===== src/hdl/tfb_pkg.sv =====
// Shared types, codes and result decode for the transmit frame builder.
package tfb_pkg;

  typedef enum logic [2:0] {
    KIND_ID      = 3'd0,
    KIND_LEN_LO  = 3'd1,
    KIND_LEN_HI  = 3'd2,
    KIND_PAYLOAD = 3'd3,
    KIND_CHECK   = 3'd4
  } kind_t;

  typedef enum logic [2:0] {
    ITEM_START      = 3'd0,
    ITEM_START_ZERO = 3'd1,
    ITEM_PAY        = 3'd2,
    ITEM_PAY_LAST   = 3'd3,
    ITEM_REJECT     = 3'd4
  } item_t;

  localparam logic FUNC_START   = 1'b0;
  localparam logic FUNC_PAYLOAD = 1'b1;

  typedef struct packed {
    item_t      code;
    logic [7:0] b0;
    logic [7:0] b1;
    logic [7:0] b2;
  } desc_t;

  typedef struct packed {
    logic [7:0] data;
    kind_t      kind;
    logic       done;
    logic       rej;
    logic       last;
  } res_t;

  function automatic res_t result_of(desc_t d, logic [1:0] idx);
    res_t r;
    r = '{data: 8'd0, kind: KIND_ID, done: 1'b0, rej: 1'b0, last: 1'b0};
    case (d.code)
      ITEM_START, ITEM_START_ZERO: begin
        case (idx)
          2'd0: begin
            r.data = d.b0;
            r.kind = KIND_ID;
          end
          2'd1: begin
            r.data = d.b1;
            r.kind = KIND_LEN_LO;
          end
          2'd2: begin
            r.data = d.b2;
            r.kind = KIND_LEN_HI;
            r.last = (d.code == ITEM_START);
          end
          default: begin
            r.data = 8'd0;
            r.kind = KIND_CHECK;
            r.done = 1'b1;
            r.last = 1'b1;
          end
        endcase
      end
      ITEM_PAY: begin
        r.data = d.b0;
        r.kind = KIND_PAYLOAD;
        r.last = 1'b1;
      end
      ITEM_PAY_LAST: begin
        if (idx == 2'd0) begin
          r.data = d.b0;
          r.kind = KIND_PAYLOAD;
        end else begin
          r.data = d.b1;
          r.kind = KIND_CHECK;
          r.done = 1'b1;
          r.last = 1'b1;
        end
      end
      default: begin
        r.rej  = 1'b1;
        r.last = 1'b1;
      end
    endcase
    return r;
  endfunction

endpackage


===== src/hdl/tfb_seq.sv =====
// Result sequencer: holds one item descriptor and emits its beats through an output register.
module tfb_seq (
  input  logic               clk,
  input  logic               rst_n,
  input  logic               desc_valid,
  output logic               desc_ready,
  input  tfb_pkg::desc_t     desc,
  output logic               res_valid,
  input  logic               res_stall,
  output tfb_pkg::res_t      res
);

  logic             item_v_r, item_v_nxt;
  tfb_pkg::desc_t   desc_r;
  logic [1:0]       idx_r, idx_nxt;
  logic             o_v_r, o_v_nxt;
  tfb_pkg::res_t    o_res_r;
  tfb_pkg::res_t    cur;
  logic             load;
  logic             take;

  always_comb begin
    cur        = tfb_pkg::result_of(desc_r, idx_r);
    load       = item_v_r && (!o_v_r || !res_stall);
    desc_ready = !item_v_r || (load && cur.last);
    take       = desc_valid && desc_ready;

    item_v_nxt = item_v_r;
    idx_nxt    = idx_r;
    if (load) begin
      if (cur.last) begin
        item_v_nxt = 1'b0;
        idx_nxt    = 2'd0;
      end else begin
        idx_nxt = idx_r + 2'd1;
      end
    end
    if (take) begin
      item_v_nxt = 1'b1;
      idx_nxt    = 2'd0;
    end

    if (load) begin
      o_v_nxt = 1'b1;
    end else if (!res_stall) begin
      o_v_nxt = 1'b0;
    end else begin
      o_v_nxt = o_v_r;
    end
  end

  always_ff @(posedge clk) begin
    if (!rst_n) begin
      item_v_r <= 1'b0;
      idx_r    <= 2'd0;
      o_v_r    <= 1'b0;
    end else begin
      item_v_r <= item_v_nxt;
      idx_r    <= idx_nxt;
      o_v_r    <= o_v_nxt;
    end
  end

  always_ff @(posedge clk) begin
    if (take) begin
      desc_r <= desc;
    end
    if (load) begin
      o_res_r <= cur;
    end
  end

  assign res_valid = o_v_r;
  assign res       = o_res_r;

endmodule


===== src/hdl/tx_frame_builder_sum_checksum_top.sv =====
// Top level of the length-prefixed transmit frame builder with 8-bit sum checksum.
//
// Each accepted input item produces one to four output beats, one beat per cycle while
// out_stall is low: a payload item gives one beat (two on the last byte of a frame,
// payload then checksum), a start item gives three (four for a zero length), a refused
// item gives one. Frame state is updated in the cycle the item is accepted; the item is
// then held in a one-entry descriptor register that feeds an output register. The next
// item is accepted in the same cycle as the final beat of the held item moves into the
// output register, so payload bytes stream at one item per cycle and the output
// register pacing sets the rate for header beats.
module tx_frame_builder_sum_checksum_top (
  input  logic        clk,
  input  logic        rst_n,
  input  logic        cfg_wr_en,
  input  logic [7:0]  cfg_wr_data,
  input  logic        in_valid,
  output logic        in_stall,
  input  logic        in_func,
  input  logic [15:0] in_frame_length,
  input  logic [7:0]  in_payload_byte,
  output logic        out_valid,
  input  logic        out_stall,
  output logic [7:0]  out_byte,
  output logic [2:0]  out_byte_kind,
  output logic        out_frame_done,
  output logic        out_rejected,
  output logic        out_last_of_run
);

  logic [7:0]     frame_id_q_r;
  logic           busy_r, busy_nxt;
  logic [15:0]    left_r, left_nxt;
  logic [7:0]     sum_r, sum_nxt;
  logic [15:0]    left_dec;
  logic [7:0]     sum_add;
  logic           accept;
  logic           desc_ready;
  tfb_pkg::desc_t desc;
  tfb_pkg::res_t  res;

  always_ff @(posedge clk) begin
    if (!rst_n) begin
      frame_id_q_r <= 8'd0;
    end else if (cfg_wr_en) begin
      frame_id_q_r <= cfg_wr_data;
    end
  end

  assign in_stall = !desc_ready;
  assign accept   = in_valid && desc_ready;

  always_comb begin
    sum_add  = sum_r + in_payload_byte;
    left_dec = (left_r != 16'd0) ? (left_r - 16'd1) : 16'd0;

    busy_nxt = busy_r;
    left_nxt = left_r;
    sum_nxt  = sum_r;
    desc     = '{code: tfb_pkg::ITEM_REJECT, b0: 8'd0, b1: 8'd0, b2: 8'd0};

    if (in_func == tfb_pkg::FUNC_START) begin
      if (!busy_r) begin
        sum_nxt  = 8'd0;
        left_nxt = in_frame_length;
        busy_nxt = (in_frame_length != 16'd0);
        desc.code = (in_frame_length == 16'd0) ? tfb_pkg::ITEM_START_ZERO
                                               : tfb_pkg::ITEM_START;
        desc.b0 = frame_id_q_r;
        desc.b1 = in_frame_length[7:0];
        desc.b2 = in_frame_length[15:8];
      end
    end else begin
      if (busy_r) begin
        sum_nxt  = sum_add;
        left_nxt = left_dec;
        busy_nxt = (left_dec != 16'd0);
        desc.code = (left_dec == 16'd0) ? tfb_pkg::ITEM_PAY_LAST : tfb_pkg::ITEM_PAY;
        desc.b0 = in_payload_byte;
        desc.b1 = sum_add;
      end
    end
  end

  always_ff @(posedge clk) begin
    if (!rst_n) begin
      busy_r <= 1'b0;
      left_r <= 16'd0;
      sum_r  <= 8'd0;
    end else if (accept) begin
      busy_r <= busy_nxt;
      left_r <= left_nxt;
      sum_r  <= sum_nxt;
    end
  end

  tfb_seq u_seq (
    .clk        (clk),
    .rst_n      (rst_n),
    .desc_valid (in_valid),
    .desc_ready (desc_ready),
    .desc       (desc),
    .res_valid  (out_valid),
    .res_stall  (out_stall),
    .res        (res)
  );

  assign out_byte        = res.data;
  assign out_byte_kind   = res.kind;
  assign out_frame_done  = res.done;
  assign out_rejected    = res.rej;
  assign out_last_of_run = res.last;

  a_idle_no_count: assert property (@(posedge clk) disable iff (!rst_n)
    busy_r == (left_r != 16'd0))
    else $error("busy flag disagrees with remaining byte count");

  a_done_is_last: assert property (@(posedge clk) disable iff (!rst_n)
    out_valid && out_frame_done |-> out_last_of_run && !out_rejected)
    else $error("checksum beat not marked as final beat of its item");

  a_check_done: assert property (@(posedge clk) disable iff (!rst_n)
    out_valid && (out_byte_kind == tfb_pkg::KIND_CHECK) |-> out_frame_done)
    else $error("checksum beat without frame_done");

  a_stall_when_full: assert property (@(posedge clk) disable iff (!rst_n)
    out_valid && out_stall && !out_last_of_run |-> in_stall)
    else $error("input taken while current item still has beats queued");

endmodule


===== config.mk =====
export PLATFORM = sky130hd
export DESIGN_NAME = tx_frame_builder_sum_checksum_top
export DESIGN_NICKNAME = d
export VERILOG_FILES = /design/src/hdl/tfb_pkg.sv /design/src/hdl/tfb_seq.sv /design/src/hdl/tx_frame_builder_sum_checksum_top.sv
export SDC_FILE = /design/constraint.sdc
export NUM_CORES = 1
export LEC_CHECK = 0
export BUFFER_PORTS_ARGS = -buffer_cell sky130_fd_sc_hd__buf_2
export CAP_MARGIN = 20
export CORE_ASPECT_RATIO = 0.8
export CORE_UTILIZATION = 33
export CTS_BUF_LIST = sky130_fd_sc_hd__clkbuf_2 sky130_fd_sc_hd__clkbuf_4 sky130_fd_sc_hd__clkbuf_8
export CTS_CLUSTER_SIZE = 12
export DETAILED_ROUTE_END_ITERATION = 16
export GPL_TIMING_DRIVEN = 0
export PLACE_DENSITY_LB_ADDON = 0.25
export SLEW_MARGIN = 20
export SYNTH_ARGS = -nofsm -noshare
export SYNTH_HDL_FRONTEND = slang
export SYNTH_HIERARCHICAL = 1
export SYNTH_SLANG_ARGS = --single-unit

===== constraint.sdc =====
create_clock -name clk -period 3.3 [get_ports clk]
set_clock_uncertainty 0.2 [all_clocks]
set_input_delay 0.165 -clock clk [delete_from_list [all_inputs] [get_ports clk]]
set_output_delay 0.165 -clock clk [all_outputs]
set_load 0.02 [all_outputs]

# After elaboration in Yosys (flattened, before gate mapping)
# Index checks and enable logic that the tools add are counted.
[op_classes]
addsub = 3
n_eq_ne = 8
n_mux = 30
n_bitwise = 1
n_reduce_logical = 26
[ops]
columns = ["cell", "count"]
rows = [
  ["11-bit one-hot mux with 3 select lines", 2],
  ["16-bit 2-to-1 mux", 4],
  ["16-bit nonzero test", 3],
  ["19-bit 2-to-1 mux", 2],
  ["16-bit zero test", 2],
  ["27-bit 2-to-1 mux", 1],
  ["8-bit 2-to-1 mux", 3],
  ["16-bit by 1-bit subtractor with 16-bit output (second input constant)", 1],
  ["1-bit 2-to-1 mux", 13],
  ["11-bit 2-to-1 mux", 1],
  ["8-bit adder", 1],
  ["2-bit OR reduction", 4],
  ["3-bit by 2-bit == test with 1-bit output (second input constant)", 2],
  ["1-bit one-hot mux with 2 select lines", 3],
  ["1-bit zero test", 4],
  ["2-bit by 1-bit inequality test with 1-bit output (second input constant)", 2],
  ["2-bit nonzero test", 2],
  ["4-bit OR reduction", 1],
  ["3-bit by 1-bit == test with 1-bit output (second input constant)", 1],
  ["1-bit logical AND", 3],
  ["3-bit zero test", 1],
  ["3-bit AND reduction", 1],
  ["3-bit OR reduction", 1],
  ["2-bit by 1-bit adder with 2-bit output (second input constant)", 1],
  ["other kinds (8)", 9],
]
[word_totals]
regBits = 78
output_inout_bits = 16
wordCells = 84

# Longest topological paths before layout
# Gate-level depths: netlist (run 1).
[logic_depth]
depth_word = 9
depth_mapped = 11
ltp_nobuf = 10

# Modules after synthesis
# Netlist (run 1), hierarchy kept.
[modules_own_cells]
columns = ["module", "instances", "cells_each", "area_per_inst_um2"]
rows = [
  ["tx_frame_builder_sum_checksum_top", 1, 310, 2464.9],
  ["tfb_seq", 1, 104, 1799.2],
]

# Worst setup path before layout (run 1)
# No wires, ideal clock.
[synth_path]
path_type = "register to register"
startpoint = "register u_seq.idx_r[0]"
endpoint = "register u_seq/desc_r[0] in the netlist's numbering, enable pin"
setup_ns = 0.386
arrival_ns = 2.038
required_ns = 2.714
path_slack_ns = 0.675
path_stages_with_launch = 7
n_path_buf = 0
cell_sequence = "dfxtp_1 > inv_1 > ha_1 > nor3_1 > a2111oi_4 > o21ai_2 > and2_1"
[synth_between]
elab_chain_cells = 7
word_cells_on_any_way = 10
cone_classes = "eq/ne (2); mux (3); reduce/logical (5)"
[synth_rtl]
columns = ["element", "line", "text"]
rows = [
  ["start, declared", "tfb_seq.sv:15", "logic [1:0] idx_r, idx_nxt;"],
  ["start signal, assigned", "tfb_seq.sv:59", "idx_r <= idx_nxt;"],
  ["2-bit by 1-bit == test with 1-bit output / 2-bit zero test (equally long branches)", "tfb_pkg.sv:43, tfb_pkg.sv:71", ""],
  ["2-bit OR reduction (no source line)", "-", ""],
  ["1-bit one-hot mux with 2 select lines", "tfb_pkg.sv:43", "case (idx)"],
  ["1-bit one-hot mux with 2 select lines (*)", "tfb_pkg.sv:41", "case (d.code)"],
  ["1-bit logical AND (*)", "tfb_seq.sv:25", "desc_ready = !item_v_r || (load && cur.last);"],
  ["1-bit logical OR (*)", "tfb_seq.sv:25", ""],
  ["via desc_ready", "tx_frame_builder_sum_checksum_top.sv:37", "logic desc_ready;"],
  ["1-bit logical AND (*)", "tfb_seq.sv:26", "take = desc_valid && desc_ready;"],
  ["end signal, assigned", "tfb_seq.sv:66", "desc_r <= desc;"],
  ["end, declared", "tfb_seq.sv:14", "tfb_pkg::desc_t desc_r;"],
]
# The timed path passes the listed nets; every way through them passes the cells marked *.
# A chain may end at the register's enable or synchronous reset.

# Worst setup path after layout (run 1)
[layout_path]
startpoint = "register u_seq.idx_r[0]"
endpoint = "register left_r[11]"
[layout_between]
elab_chain_cells = 8
word_cells_on_any_way = 11
cone_classes = "eq/ne (2); mux (3); reduce/logical (6)"
[layout_rtl]
columns = ["element", "line", "text"]
rows = [
  ["2-bit by 1-bit == test with 1-bit output / 2-bit zero test (equally long branches)", "tfb_pkg.sv:43, tfb_pkg.sv:71", ""],
  ["2-bit OR reduction (no source line)", "-", ""],
  ["1-bit one-hot mux with 2 select lines", "tfb_pkg.sv:43", ""],
  ["1-bit one-hot mux with 2 select lines (*)", "tfb_pkg.sv:41", ""],
  ["1-bit logical AND (*)", "tfb_seq.sv:25", ""],
  ["1-bit logical OR (*)", "tfb_seq.sv:25", ""],
  ["via desc_ready", "tx_frame_builder_sum_checksum_top.sv:37", ""],
  ["1-bit logical AND (*)", "tx_frame_builder_sum_checksum_top.sv:50", "assign accept = in_valid && desc_ready;"],
  ["3-bit AND reduction (no source line) (*)", "-", ""],
  ["end signal, assigned", "tx_frame_builder_sum_checksum_top.sv:91", "left_r <= left_nxt;"],
  ["end, declared", "tx_frame_builder_sum_checksum_top.sv:32", "logic [15:0] left_r, left_nxt;"],
]
# Marks and branches as above.

==> reports/metrics.csv, run 1 <==
metric,value,unit
run status,"complete, no violations",
xor/xnor share of the synthesized area,2.38,%
DR WL met2,5.20,mm
Area after DPL,4740,µm²
"commonest non-fill, non-tap cells in the layout","buf_2, edfxtp_1, dfxtp_1",
pwr dens,482,nW/µm²
CTS tree,built,
"Seq/Total Area, Yosys",46.2,%
H-tree Lvls,3,
end of the worst hold path,u_seq/res_valid,
Post-Route M1 WL,5.52,mm
post-synthesis compound-gate area fraction,19.1,%
CP required,3.37,ns
leakage,2.07,nW
Slew @ Worst Pin,0.788,ns
Post-Synth Simple-Gate Area,21.2,%
syn avg cell area,10.3,µm²
syn nets,467,
post-route insts no fill,682,
clock root cell,clkbuf_8,
Core Area,12400,µm²
top_reg_cell synth,edfxtp_1,
Power Total,2.53,mW
I/O pins,54,
drt drc,0,
Detail Placement HPWL,8.61,mm
worst hold stages,3,
max-slew violation count,0,
post-synthesis cell type count,70,
Worst setup SP type,flop,
Setup-failing EPs final,0,
DRT antenna net count,0,
Max Used Layer,met4,
max cap viols,0,
Post-synth EDFFs,41,
Die ar.,13400,µm²
f_max,0.329,GHz
layout cells sized above 1,18.8,%
CP max stage delay,0.47,ns
critical path arrival,3.11,ns
latest clock arrival within the worst-skew pair,0.37,ns
adder-cell share of the synthesized area,4.58,%
first-pass GRT wire length,18.9,mm
multiplexer share of the synthesized area,2.61,%
min Tclk post-route,3.04,ns
GP Congestion,0.865,
Initial Utilization,34.4,%
relative slew slack,47.3,%
"Clk pin slew, worst setup/hold paths",0.08,ns
Synth Instances,414,
CP startpoint,u_seq/idx_r[0],
final instance area,5250,µm²
RR Endpoint,left_r[11],
antenna violations before repair,0,
largest net degree at the start of global routing,28,
Hold Crit Start,out_stall,
largest family of logic cells by synthesized area,simple AND/OR/NAND/NOR gates,
post-DR vias/cell,5.27,
Min-Delay Path Class,input pin to flop,
Pre-antenna DRT Iters,5,
Via Count,3597,
average wire per standard cell,17.2,µm
final hold slack,0.0239,ns
Netlist Area Pre-Place,4260,µm²
FF-to-FF Start,u_seq/idx_r[0],
row count,36,
# nets final,559,
Worst Path Max Fanout,10,
Overflow after GRT,0,
Num CTS Buffers,9,
TritonCTS Sinks,78,
yosys warns,6,
Crit. End Element,flop,
Max VDD drop,0.181,mV
P&R area growth vs syn,23.1,%
Hold Fails Final Rpt,0,
met3 WL,779,µm
vias in the first global route,3519,
CP cell instances,inv_1 -> ha_1 -> nor3_2 -> a2111oi_4 -> o21ai_2 -> nand2_1 -> nor2_1 -> clkbuf_1 -> o221ai_1 -> o211a_1,
CP max stage cell,clkbuf_1,
sum of negative setup slack,0,ns
final wirelength,11.7,mm
placed cells,637,
die width,129,µm
Clock Path Buffers,2,
fraction of registers with async set/reset,0,%
RSZ-0062 raised after global routing,false,
"flops & latches, synth",78,
initial DRC count,389,
fin crit share,92.2,%
WS Path Type,flop to flop,
Port Buffers,52,
Antenna diodes,0,
Total GRT Usage,18.6,%
flop-to-flop setup slack,0.26,ns
Die Span Y,104,µm
"most common cell after layout, fill and taps aside",buf_2,
worst-case reg-to-reg path depth,10,
[critical path, delay by kind of cell, from the launching register on]
family | cells | cell delay (ns)
AOI/OAI and AO/OA | 4 | 0.75
adders and majority gates | 1 | 0.29
buffers and inverters | 2 | 0.57
DFF | 1 | 0.41
and+or+nand+nor | 3 | 0.72
[Yosys cell counts (10+ instances only)]
cell type / number / share of area, %
nor2b_1: 21 / 3.1
o21ai_0: 17 / 2.0
edfxtp_1: 41 / 29
nand2_1: 27 / 2.4
mux2i_1: 10 / 2.3
nand3_1: 16 / 1.9
a21oi_1: 14 / 1.6
ha_1: 14 / 4.1
dfxtp_1: 37 / 17
clkbuf_1: 16 / 1.4
inv_1: 16 / 1.4
and2_1: 10 / 1.5
nor2_1: 21 / 1.8
nor3_1: 10 / 1.2
[layout make-up]
type,count,area (µm²)
sequential,78,1970
inverter,16,60.1
fill,1238,7140
clock buffer,10,138
tap,171,214
clock inverter,6,67.6
buffer,23,108
multi-input combinational,297,2140
timing repair buffer,81,551
[how the worst max path moves through the flow]
stage	to	slack, ns	cells after the start
6_report	left_r[11]	0.26	10
5_1_grt	left_r[5]	0.04	11
4_1_cts	left_r[0]	0.06	11
3_5_place_dp	left_r[0]	0.08	11
3_3_place_gp	left_r[0]	0.13	11
2_1_floorplan	u_seq/desc_r[0]	0.68	6
[kinds of logic after synthesis]
logic type	Yosys count
buffers and inverters	39
flip-flops	78
AND/OR/NAND/NOR	153
AO/OA/AOI/OAI	108
adder cells (fa/ha/maj)	15
multiplexers	11
XOR/XNOR	10
[stage by stage]
stage / worst slack (ns) / util [%]
after floorplan: 0.675 / -
after global placement: 0.130 / 38.3
after detailed placement: 0.0793 / 38.3
after CTS: 0.0611 / 42.3
after global routing: 0.0413 / 42.4
final: 0.256 / 42.4
[routing by layer]
metal	vias up	track usage (%)
li1	1729	-
met1	1740	26.2
met2	109	28.0
met3	19	4.44
met4	0	5.29
met5	-	0
[state kept, by name, indices dropped and copies added, names as in the netlist]
| name | count |
|---|---|
| sum_r | 8 |
| frame_id_q_r | 8 |
| busy_r | 1 |
| u_seq/item_v_r | 1 |
| left_r | 16 |
| u_seq/desc_r | 27 |
| u_seq/res | 14 |
| u_seq/idx_r | 2 |
| u_seq/res_valid | 1 |
[power breakdown]
part           total, mW  internal [mW]  switching (mW)
logic              0.624          0.258           0.367
clock network      0.749          0.374           0.375
registers           1.16           1.10          0.0534
total               2.53           1.74           0.795
[what timing repair did]
item | CTS | global route
hold buffers | 29 | 0
buffers inserted | 0 | 0
gates resized for setup | 0 | 5
endpoints found under the setup margin | 0 | 11
endpoints found under the hold margin | 33 | 0
Note: power is estimated with default switching activity, not from simulation.
==> run 2: changes to the inputs <==
--- a/config.mk
+++ b/config.mk
@@ -7,6 +7,8 @@
 export LEC_CHECK = 0
 export BUFFER_PORTS_ARGS = -buffer_cell sky130_fd_sc_hd__buf_2
 export CAP_MARGIN = 20
+export CELL_PAD_IN_SITES_DETAIL_PLACEMENT = 0
+export CELL_PAD_IN_SITES_GLOBAL_PLACEMENT = 1
 export CORE_ASPECT_RATIO = 0.8
 export CORE_UTILIZATION = 33
 export CTS_BUF_LIST = sky130_fd_sc_hd__clkbuf_2 sky130_fd_sc_hd__clkbuf_4 sky130_fd_sc_hd__clkbuf_8
@@ -14,6 +16,7 @@
 export DETAILED_ROUTE_END_ITERATION = 16
 export GPL_TIMING_DRIVEN = 0
 export PLACE_DENSITY_LB_ADDON = 0.25
+export REMOVE_ABC_BUFFERS = 1
 export SLEW_MARGIN = 20
 export SYNTH_ARGS = -nofsm -noshare
 export SYNTH_HDL_FRONTEND = slang
==> reports/metrics.csv, run 2 (synthesized netlist as in run 1, its figures left out) <==
metric,value,unit,change
leakage,2.00,nW,-3.0%
Crit. End Element,flop,,
Multi-input gate area,2150,µm²,+0.29%
"most common cell after layout, fill and taps aside",buf_2,,
critical path arrival,3.12,ns,about the same
Worst setup SP type,flop,,
"Clk pin slew, worst setup/hold paths",0.08,ns,about the same
DRT antenna net count,0,,unchanged
GR Layer Usage met3,3.10,%,-1.3 points
row count,36,,unchanged
Largest Register,u_seq/desc_r,,
Via Count,3383,,-5.9%
min Tclk post-route,3.05,ns,+0.00125 ns
layout cells sized above 1,18.6,%,-0.19 points
clock root cell,clkbuf_8,,
latest clock arrival within the worst-skew pair,0.35,ns,-0.02 ns
Hold Fails Final Rpt,0,,unchanged
largest net degree at the start of global routing,45,,+61%
f_max,0.328,GHz,about the same
number of buffers added for setup after CTS,0,,unchanged
antenna violations before repair,0,,unchanged
post-route insts no fill,655,,-4.0%
Largest register FFs,27,,unchanged
max cap viols,0,,unchanged
CTS tree,built,,
I/O pins,54,,unchanged
Slew @ Worst Pin,0.955,ns,+0.167 ns
Min-Delay Path Class,input pin to flop,,
Initial Utilization,34.4,%,unchanged
fin crit share,92.3,%,about the same
flop-to-flop setup slack,0.25,ns,about the same
average wire per standard cell,16.8,µm,-2.0%
grt peak-use layer,met2,,
setup slack after layout,0.255,ns,-0.00125 ns
relative slew slack,36.1,%,-11 points
Die Span Y,104,µm,unchanged
CP required,3.37,ns,about the same
Max VDD drop,0.213,mV,+18%
H-tree Lvls,3,,unchanged
max-slew violation count,0,,unchanged
Overflow after GRT,0,,unchanged
Worst Path Max Fanout,15,,+5
pwr dens,502,nW/µm²,+4.1%
"commonest non-fill, non-tap cells in the layout","buf_2, edfxtp_1, dfxtp_1",,
setup slack at placement,0.202,ns,+0.122 ns
Clock Path Buffers,2,,unchanged
Pre-antenna DRT Iters,4,,-1
run status,"complete, no violations",,
GP Congestion,0.793,,-8.3%
initial DRC count,298,,-23%
Antenna diodes,0,,unchanged
Core Area,12400,µm²,unchanged
first-pass GRT wire length,17.2,mm,-9.1%
final hold slack,0.0169,ns,-0.00701 ns
Detail Placement HPWL,7.46,mm,-13%
P&R area growth vs syn,19.9,%,
Fillers,1236,,-0.16%
Die ar.,13400,µm²,unchanged
TritonCTS Sinks,78,,unchanged
M1 GR Usage,24.1,%,-2.2 points
met2 Use GR,25.6,%,-2.3 points
Num CTS Buffers,9,,unchanged
sum of negative setup slack,0,ns,unchanged
# nets final,532,,-4.8%
vias in the first global route,3182,,-9.6%
Power Total,2.57,mW,+1.4%
WS Path Type,flop to flop,,
RSZ-0062 raised after global routing,false,,
placed cells,615,,-3.5%
post-DR vias/cell,5.16,,-2.1%
Setup-failing EPs final,0,,unchanged
drt drc,0,,unchanged
Port Buffers,53,,+1.9%
die width,129,µm,unchanged
Seq. cell area,1970,µm²,unchanged
final wirelength,11.0,mm,-5.9%
Total GRT Usage,17.0,%,-1.6 points
## run 2: cell count changes in the layout (fill, tap and decap cells not counted), sizes merged
cell         change
clkbuf          -15
inv              -1
clkinvlp         -1
buf              -7
nor2             +1
clkinv           +1
dlygate4sd3      -6
bufinv           +1
## run 2: area by class of cell
type                            count  share of cell area (%)
Timing Repair Buffer               76                    9.69
Inverter                           16                    1.17
Clock inverter                      6                    1.84
Tap cell                          171                    4.19
Multi-Input combinational cell    298                    42.0
Clock buffer                       10                    2.57
Sequential cell                    78                    38.6
## run 2: worst paths after layout
kind	from	endpoint	cells after the start
worst min-delay path	out_stall	u_seq/res_valid	3
worst max-delay path	u_seq/idx_r[0]	sum_r[7]	10
worst max register to register	u_seq/idx_r[0]	sum_r[7]	10
worst min register to register	sum_r[4]	sum_r[4]	2
## run 2: critical path, cell delays in order, from the launching register on
cell       delay (ns)
dfxtp_1          0.43
inv_1            0.10
ha_1             0.28
nor3_1           0.35
a2111oi_4        0.11
o21ai_2          0.26
nand2_1          0.26
nor2_4           0.46
nand4_1          0.14
mux2_2           0.29
o2111ai_1        0.07
## run 2: report_power, final
part           internal, mW  switching, mW
clock network         0.440          0.372
registers              1.10         0.0671
logic                 0.242          0.340
## run 2: routing by layer
metal,share of wire (%),wire length [µm],vias to the layer above
li1,-,-,1683
met5,0,0,-
met2,45,4940,96
met4,2.4,261,0
met1,48,5300,1584
met3,4.8,532,20
## run 2: per-stage QoR
stage                     instance area, µm²  utilization, %
final                                   5110            41.3
after global routing                    5110            41.3
after CTS                               5100            41.2
after detailed placement                4650            37.5
after global placement                  4640            37.4
after floorplan                         4160               -
## run 2: timing repair
action                                  4_1_cts  5_1_grt
resized for setup                             0        1
hold buffers                                 23        0
endpoints found under the setup margin        0        4
endpoints found under the hold margin        25        0
